$ cat src/sv/tcw_pkg.sv
// Package for the text console write engine: geometry constants, command and
// register codes, payload structs and the controller/datapath interface types.
// No dependencies.
`default_nettype none

package tcw_pkg;

  // Screen geometry
  localparam int unsigned COLS    = 80;
  localparam int unsigned ROWS    = 30;
  localparam int unsigned CELLS   = COLS * ROWS;
  localparam int unsigned COL_W   = $clog2(COLS + 1);
  localparam int unsigned ROW_W   = $clog2(ROWS);
  localparam int unsigned LC_W    = $clog2(ROWS + 1);
  localparam int unsigned ADDR_W  = $clog2(CELLS);

  localparam int unsigned CODE_W  = 16;
  localparam int unsigned COLOR_W = 8;
  localparam int unsigned TICK_W  = 16;
  localparam int unsigned CFG_IDX_W  = 2;
  localparam int unsigned CFG_DATA_W = 16;

  localparam logic [CODE_W-1:0]  SPACE_CODE       = 16'd32;
  localparam logic [CODE_W-1:0]  CR_CODE          = 16'd13;
  localparam logic [CODE_W-1:0]  LF_CODE          = 16'd10;
  localparam logic [COLOR_W-1:0] DEF_COLOR_RST    = 8'd15;
  localparam logic [TICK_W-1:0]  BLINK_PERIOD_RST = 16'd30;

  // Configuration register indexes (index 1, the cursor glyph, is used by the
  // display only and is not held here)
  localparam logic [CFG_IDX_W-1:0] REG_DEFAULT_COLOR = 2'd0;
  localparam logic [CFG_IDX_W-1:0] REG_BLINK_PERIOD  = 2'd2;

  typedef enum logic [3:0] {
    CMD_PRINT    = 4'd0,
    CMD_RAW      = 4'd1,
    CMD_NEWLINE  = 4'd2,
    CMD_SETCUR   = 4'd3,
    CMD_CLRCELL  = 4'd4,
    CMD_CLRSCR   = 4'd5,
    CMD_SETCOLOR = 4'd6,
    CMD_DEFCOLOR = 4'd7,
    CMD_VISIBLE  = 4'd8,
    CMD_TICK     = 4'd9,
    CMD_READ     = 4'd10
  } cmd_e;

  typedef struct packed {
    logic [3:0]         command;
    logic [CODE_W-1:0]  code;
    logic [15:0]        repeat_count;
    logic [7:0]         col;
    logic [7:0]         row;
    logic [COLOR_W-1:0] color;
    logic               visible;
  } tcw_in_t;

  typedef struct packed {
    logic [COL_W-1:0]   cursor_col;
    logic [ROW_W-1:0]   cursor_row;
    logic [ROW_W-1:0]   top_line;
    logic [CODE_W-1:0]  cell_code;
    logic [COLOR_W-1:0] cell_color;
    logic               cursor_shown;
    logic               ignored;
  } tcw_out_t;

  typedef struct packed {
    logic [CODE_W-1:0]  code;
    logic [COLOR_W-1:0] color;
  } cell_t;

  // Datapath operations issued by the controller, one per cycle
  typedef enum logic [3:0] {
    OP_NOP,
    OP_INIT,
    OP_CLRSCR,
    OP_NL,
    OP_FILL,
    OP_PUT,
    OP_RAW_LOAD,
    OP_CR,
    OP_SETCUR,
    OP_CLRCELL,
    OP_SETCOLOR,
    OP_DEFCOLOR,
    OP_VIS,
    OP_TICK,
    OP_READ
  } dp_op_e;

  typedef enum logic [2:0] {
    ST_INIT,
    ST_FILL,
    ST_IDLE,
    ST_DECODE,
    ST_PRINT,
    ST_NL,
    ST_PUT,
    ST_DONE
  } state_e;

  typedef struct packed {
    logic   item_load;
    dp_op_e op;
    logic   out_load;
  } tcw_ctrl_t;

  typedef struct packed {
    logic [3:0] command;
    logic       lc_zero;
    logic       code_cr;
    logic       code_lf;
    logic       col_wrap;
    logic       rep_zero;
    logic       rep_last;
    logic       fill_last;
    logic       out_free;
  } tcw_stat_t;

endpackage

`default_nettype wire

$ cat src/sv/tcw_ctrl.sv
// Controller of the text console write engine: sequences each item through
// decode, new line, character write, row or screen fill and result stages.
// Depends on tcw_pkg.
`default_nettype none

module tcw_ctrl
  import tcw_pkg::*;
(
  input  wire logic      clk_i,
  input  wire logic      rst_ni,
  input  wire logic      in_valid_i,
  output logic           in_ready_o,
  input  wire tcw_stat_t stat_i,
  output tcw_ctrl_t      ctrl_o
);

  state_e state_q, state_d;
  state_e ret_q, ret_d;

  always_ff @(posedge clk_i or negedge rst_ni) begin
    if (!rst_ni) begin
      state_q <= ST_INIT;
      ret_q   <= ST_IDLE;
    end else begin
      state_q <= state_d;
      ret_q   <= ret_d;
    end
  end

  // Next state
  always_comb begin
    state_d = state_q;
    ret_d   = ret_q;
    unique case (state_q)
      ST_INIT: begin
        state_d = ST_FILL;
        ret_d   = ST_IDLE;
      end
      ST_FILL: begin
        if (stat_i.fill_last) state_d = ret_q;
      end
      ST_IDLE: begin
        if (in_valid_i) state_d = ST_DECODE;
      end
      ST_DECODE: begin
        unique case (stat_i.command)
          CMD_PRINT: begin
            if (stat_i.lc_zero) begin
              state_d = ST_NL;
              ret_d   = ST_PRINT;
            end else begin
              state_d = ST_PRINT;
            end
          end
          CMD_RAW:     state_d = stat_i.rep_zero ? ST_DONE : ST_PUT;
          CMD_NEWLINE: begin
            state_d = ST_NL;
            ret_d   = ST_DONE;
          end
          CMD_CLRSCR: begin
            state_d = ST_FILL;
            ret_d   = ST_DONE;
          end
          default:     state_d = ST_DONE;
        endcase
      end
      ST_PRINT: begin
        if (stat_i.code_cr) begin
          state_d = ST_DONE;
        end else if (stat_i.code_lf) begin
          state_d = ST_NL;
          ret_d   = ST_DONE;
        end else begin
          state_d = ST_PUT;
        end
      end
      ST_NL: state_d = ST_FILL;
      ST_PUT: begin
        if (stat_i.col_wrap) begin
          state_d = ST_NL;
          ret_d   = ST_PUT;
        end else if (stat_i.command == CMD_RAW && !stat_i.rep_last) begin
          state_d = ST_PUT;
        end else begin
          state_d = ST_DONE;
        end
      end
      ST_DONE: begin
        if (stat_i.out_free) state_d = ST_IDLE;
      end
      default: state_d = ST_IDLE;
    endcase
  end

  // Outputs
  always_comb begin
    in_ready_o       = 1'b0;
    ctrl_o.item_load = 1'b0;
    ctrl_o.op        = OP_NOP;
    ctrl_o.out_load  = 1'b0;
    unique case (state_q)
      ST_INIT: ctrl_o.op = OP_INIT;
      ST_FILL: ctrl_o.op = OP_FILL;
      ST_IDLE: begin
        in_ready_o       = 1'b1;
        ctrl_o.item_load = in_valid_i;
      end
      ST_DECODE: begin
        unique case (stat_i.command)
          CMD_RAW:      ctrl_o.op = stat_i.rep_zero ? OP_NOP : OP_RAW_LOAD;
          CMD_SETCUR:   ctrl_o.op = OP_SETCUR;
          CMD_CLRCELL:  ctrl_o.op = OP_CLRCELL;
          CMD_CLRSCR:   ctrl_o.op = OP_CLRSCR;
          CMD_SETCOLOR: ctrl_o.op = OP_SETCOLOR;
          CMD_DEFCOLOR: ctrl_o.op = OP_DEFCOLOR;
          CMD_VISIBLE:  ctrl_o.op = OP_VIS;
          CMD_TICK:     ctrl_o.op = OP_TICK;
          CMD_READ:     ctrl_o.op = OP_READ;
          default:      ctrl_o.op = OP_NOP;
        endcase
      end
      ST_PRINT: ctrl_o.op = stat_i.code_cr ? OP_CR : OP_NOP;
      ST_NL:    ctrl_o.op = OP_NL;
      ST_PUT:   ctrl_o.op = stat_i.col_wrap ? OP_NOP : OP_PUT;
      ST_DONE:  ctrl_o.out_load = stat_i.out_free;
      default:  ctrl_o.op = OP_NOP;
    endcase
  end

endmodule

`default_nettype wire

$ cat config.mk
export PLATFORM = sky130hd
export DESIGN_NAME = tcw_ctrl
export DESIGN_NICKNAME = d
export VERILOG_FILES = /design/src/sv/tcw_pkg.sv /design/src/sv/tcw_ctrl.sv
export SDC_FILE = /design/constraint.sdc
export NUM_CORES = 1
export LEC_CHECK = 0
export BUFFER_PORTS_ARGS = -buffer_cell sky130_fd_sc_hd__buf_2
export CAP_MARGIN = 0
export CORE_MARGIN = 1.5
export CORE_UTILIZATION = 53
export CTS_CLUSTER_SIZE = 12
export DETAILED_ROUTE_END_ITERATION = 6
export GPL_TIMING_DRIVEN = 0
export PLACE_DENSITY = 0.82
export SLEW_MARGIN = 20
export SYNTH_ARGS = -nofsm -noshare
export SYNTH_HDL_FRONTEND = slang
export SYNTH_SLANG_ARGS = --single-unit
$ cat constraint.sdc
create_clock -name clk_i -period 3.4 [get_ports clk_i]
set_clock_uncertainty 0.1 [all_clocks]
set_input_delay 0.68 -clock clk_i [delete_from_list [all_inputs] [get_ports clk_i]]
set_output_delay 0.68 -clock clk_i [all_outputs]
set_load 0.02 [all_outputs]
### Yosys cells after proc, flatten, opt, wreduce, memory -nomap -nowiden

Cells that the tools add are included.

* register bits after elaboration: 6
* input port bits: 15
* output and inout port bits: 7
* word-level logic and storage cells: 61

* equal/unequal tests: 25
* multiplexer cells: 25
* reduce and logical (&&, ||, !) cells: 9

Operator list (count)
* 4-bit case mux with 9 select lines: 1
* 3-bit two-way mux: 10
* 3-bit case mux with 4 select lines: 2
* 4-bit case mux with 6 select lines: 1
* 3-bit case mux with 7 select lines: 1
* 4-bit by 3-bit == test with 1-bit output, second input constant: 4
* 3-bit == test, second input constant: 4
* 4-bit == test, second input constant: 3
* 2-bit != test, second input constant: 6
* 4-bit by 2-bit == test with 1-bit output, second input constant: 2
* 3-bit by 2-bit == test with 1-bit output, second input constant: 2
* 1-bit two-way mux: 6
* 2-bit two-way mux: 3
* 3-bit != test, second input constant: 2
* 3-bit case mux with 2 select lines: 1
* 6-bit AND reduction: 1
* 4-bit by 1-bit == test with 1-bit output, second input constant: 1
* 4-bit logical NOT: 1
* 4-bit nonzero test: 1
* 2-bit OR reduction: 2
* 3-bit by 1-bit == test with 1-bit output, second input constant: 1
* 3-bit logical NOT: 1
* 3-bit AND reduction: 1
* 1-bit logical AND: 1
* 1-bit logical NOT: 1

### Logic depth before layout (Yosys ltp)

* word-level depth: 5
* mapped depth: 5
* gate-level depth less buffers: 4

### Worst setup path before layout

OpenSTA, ideal clock, no wires.

* path kind: input -> output
* start point: input stat_i[10] (netlist name)
* end point: output ctrl_o[1] (netlist name)
* arrival time: 1.576 ns
* data required time: 2.620 ns
* slack: 1.044 ns
* stages: 5
* path buffers: 1
* cells stage by stage: buf_6 > nand3b_1 > o21a_1 > o22a_1 > o211ai_1

RTL lines
* from (decl): line tcw_ctrl.sv:13 `input wire tcw_stat_t stat_i,`
* to (decl): line tcw_ctrl.sv:14 `output tcw_ctrl_t ctrl_o`

==> results.md <==
- Worst-margin pin slew: 0.479 ns
- Max Slew Vio Count: 0
- Syn nets: 111
- First-pass GRT wire length: 3010 microns
- Pleak: 0.400 nW
- Placement Cell Area: 848 sq um
- HPWL Detailed: 1480 microns
- WL/cell: 14.4 microns
- Largest net degree at the start of global routing: 11
- Crit share post-route: 73.4%
- H-tree depth: 1
- Clk pin slew, worst setup/hold paths: 0.05 ns
- Met2 wire length: 933 microns
- PnR worst setup slack: 0.905 ns
- Worst-path maximum fanout: 10
- Status: finished, final reports clean
- Cell mode on critical path: buf_2
- Sequential area share after synthesis: 20.8%
- Async S/R FF share, synth: 100%
- Post-route cell area: 875 sq um
- Worst setup EP type: output pin
- Unique masters post-synth: 42
- Post-Syn Area: 729 sq um
- Worst hold path type: in -> async
- Worst-Skew Late Latency: 0.26 ns
- Buf+Inv Stages, Crit Path: 3
- Setup TNS Final: 0 ns
- DR top layer: met4
- Total number of yosys warnings: 0
- Power Density: 739 nW/um^2
- TritonCTS buffer count: 3
- Fin. Hold Viols: 0
- Clock Sinks: 6
- Commonest non-fill, non-tap cell in the layout: buf_2
- Post-DR vias/cell: 6.21
- Peak supply drop: 0.395 mV
- Layout Cells excl Fill: 135
- # IOs: 22
- ANT nets after route: 0
- Row cnt: 13
- Setup crit start kind: primary input
- Core area: 1280 sq um
- Sequential power share: 22.8%
- Via Count: 838
- Switch Pwr: 0.000320 W
- GRT Total Usage: 27.8%
- Area of the die: 1610 sq um
- Slowest CP cell: buf_2
- Number of post-CTS setup repair buffers: 0
- Chip width: 40.1 microns
- RSZ-0062 raised after global routing: no
- Layout area overhead: 19.9%
- ANT cells: 0
- Die H: 40.1 microns
- #FFs+latches synth: 6
- Dpl ws: 0.929 ns
- Hold bufs inserted after CTS: 0
- Wire length on met3: 99 microns
- Clock buffer depth: 2
- Crit path max-delay family: buffers and inverters
- Dpl cells: 131
- Vias in the first global route: 688
- Post-cts sizing count: 0
- Synth Instances: 96
- Dominant synthesized flop cell: dfrtp_1
- Drt total wl: 1940 microns
- Comb pwr share: 65.4%
- Minimum clock period: 2.50 ns
- Share of cells above drive strength 1: 31.7%
- EDFF count, synth: 0
- WP data required: 2.62 ns
- Max-cap violations: 0
- GP Congestion: 0.910
- Clock share of power: 11.8%
- Sw Share: 49.5%
- Worst slew margin: 67.8%
- DRT Pass-1 Iters: 4
- FMAX: 401 MHz
- Initial antenna violation count: 0
- Worst path max stage delay: 0.21 ns
- Critical path cell sequence: buf_2, buf_2, nand3b_1, o21a_1, o22a_1, o211ai_1, buf_2
- DRC viols: 0
- # nets final: 136
- Starting DRC count in detailed routing: 28
- CTS root buffer: clkbuf_4
- Syn avg cell area: 7.60 sq um
- Critical path class: in -> out
- CTS tree: done
- # port buffers: 20
- Starting density of the core: 56.8%
- Highest-count cells in the layout ignoring fill and taps: buf_2, a21oi_1, o21ai_1, nor3_1
- Internal power: 0.000326 W
- Congestion Overflow GR: 0
- WP data arrival: 1.72 ns
- Met1 Wirelength: 868 microns
- Setup violations, final: 0
==> final timing paths <==
check                           start        end  slack, ns  cells past startpoint
hold / removal                 rst_ni   ret_q[0]       0.13                      1
hold reg to reg              ret_q[0]   ret_q[0]       0.41                      1
max in group asynchronous      rst_ni   ret_q[1]       2.84                      1
setup / recovery            stat_i[8]  ctrl_o[1]       0.90                      7
min in group clk_i           ret_q[0]   ret_q[0]       0.41                      1
setup reg to reg           state_q[1]   ret_q[0]       1.77                      4
==> final cells by class <==
cell class	instances	area [sq um]
Buffer	7	47.5
Clock buffer	4	26.3
Fill cell	118	410
Inverter	6	22.5
Multi-Input combinational cell	77	508
Sequential cell	6	151
Tap cell	15	18.8
Timing Repair Buffer	20	100
==> cells by family (layout without fill, tap and decap cells) <==
logic type      after synthesis  in the layout  share of synthesized area, %
buf+inv                      13             37                          9.60
flops                         6              6                          20.8
compound gates               36             36                          33.4
mux                           2              2                          3.09
simple gates                 39             39                          33.1
==> state kept, by name, summed over array words and instances, names as in the netlist <==
name	count
ret_q	3
state_q	3
==> power by group through the flow <==
| stage | sequential, W | combinational [W] | clock (W) |
|---|---|---|---|
| 2_1_floorplan | 0.000138 | 0.000320 | 0 |
| 3_3_place_gp | 0.000147 | 0.000410 | 0 |
| 3_5_place_dp | 0.000148 | 0.000416 | 0 |
| 4_1_cts | 0.000146 | 0.000418 | 0.0000780 |
| 5_1_grt | 0.000154 | 0.000462 | 0.0000823 |
| 6_report | 0.000147 | 0.000423 | 0.0000764 |
==> cells in the mapped netlist, types with 4 or more instances <==
| cell type | number | share of area, % |
|---|---|---|
| a21oi_1 | 7 | 4.8 |
| nor3_1 | 6 | 4.1 |
| o21ai_1 | 6 | 4.1 |
| buf_2 | 5 | 3.4 |
| dfrtp_1 | 5 | 17 |
| inv_1 | 5 | 2.6 |
| nand2_1 | 5 | 2.6 |
| nor2_1 | 5 | 2.6 |
| o211ai_1 | 5 | 5.1 |
| nand2b_1 | 4 | 3.4 |
| o21ai_0 | 4 | 2.7 |
==> routing by layer <==
layer / up-vias / global-route usage, %
met5: - / 0
met4: 0 / 9.48
met3: 4 / 5.00
met2: 34 / 46.4
met1: 388 / 35.5
li1: 412 / -
==> per-stage QoR <==
stage | power, W | util, % | hold slack (ns)
after floorplan | 0.000457 | - | 0.284
after global placement | 0.000557 | 66.0 | 0.400
after detailed placement | 0.000563 | 66.0 | 0.399
after CTS | 0.000643 | 68.1 | 0.133
after global routing | 0.000698 | 68.1 | 0.139
final | 0.000646 | 68.1 | 0.135
Note: power is estimated with default switching activity, not from simulation.
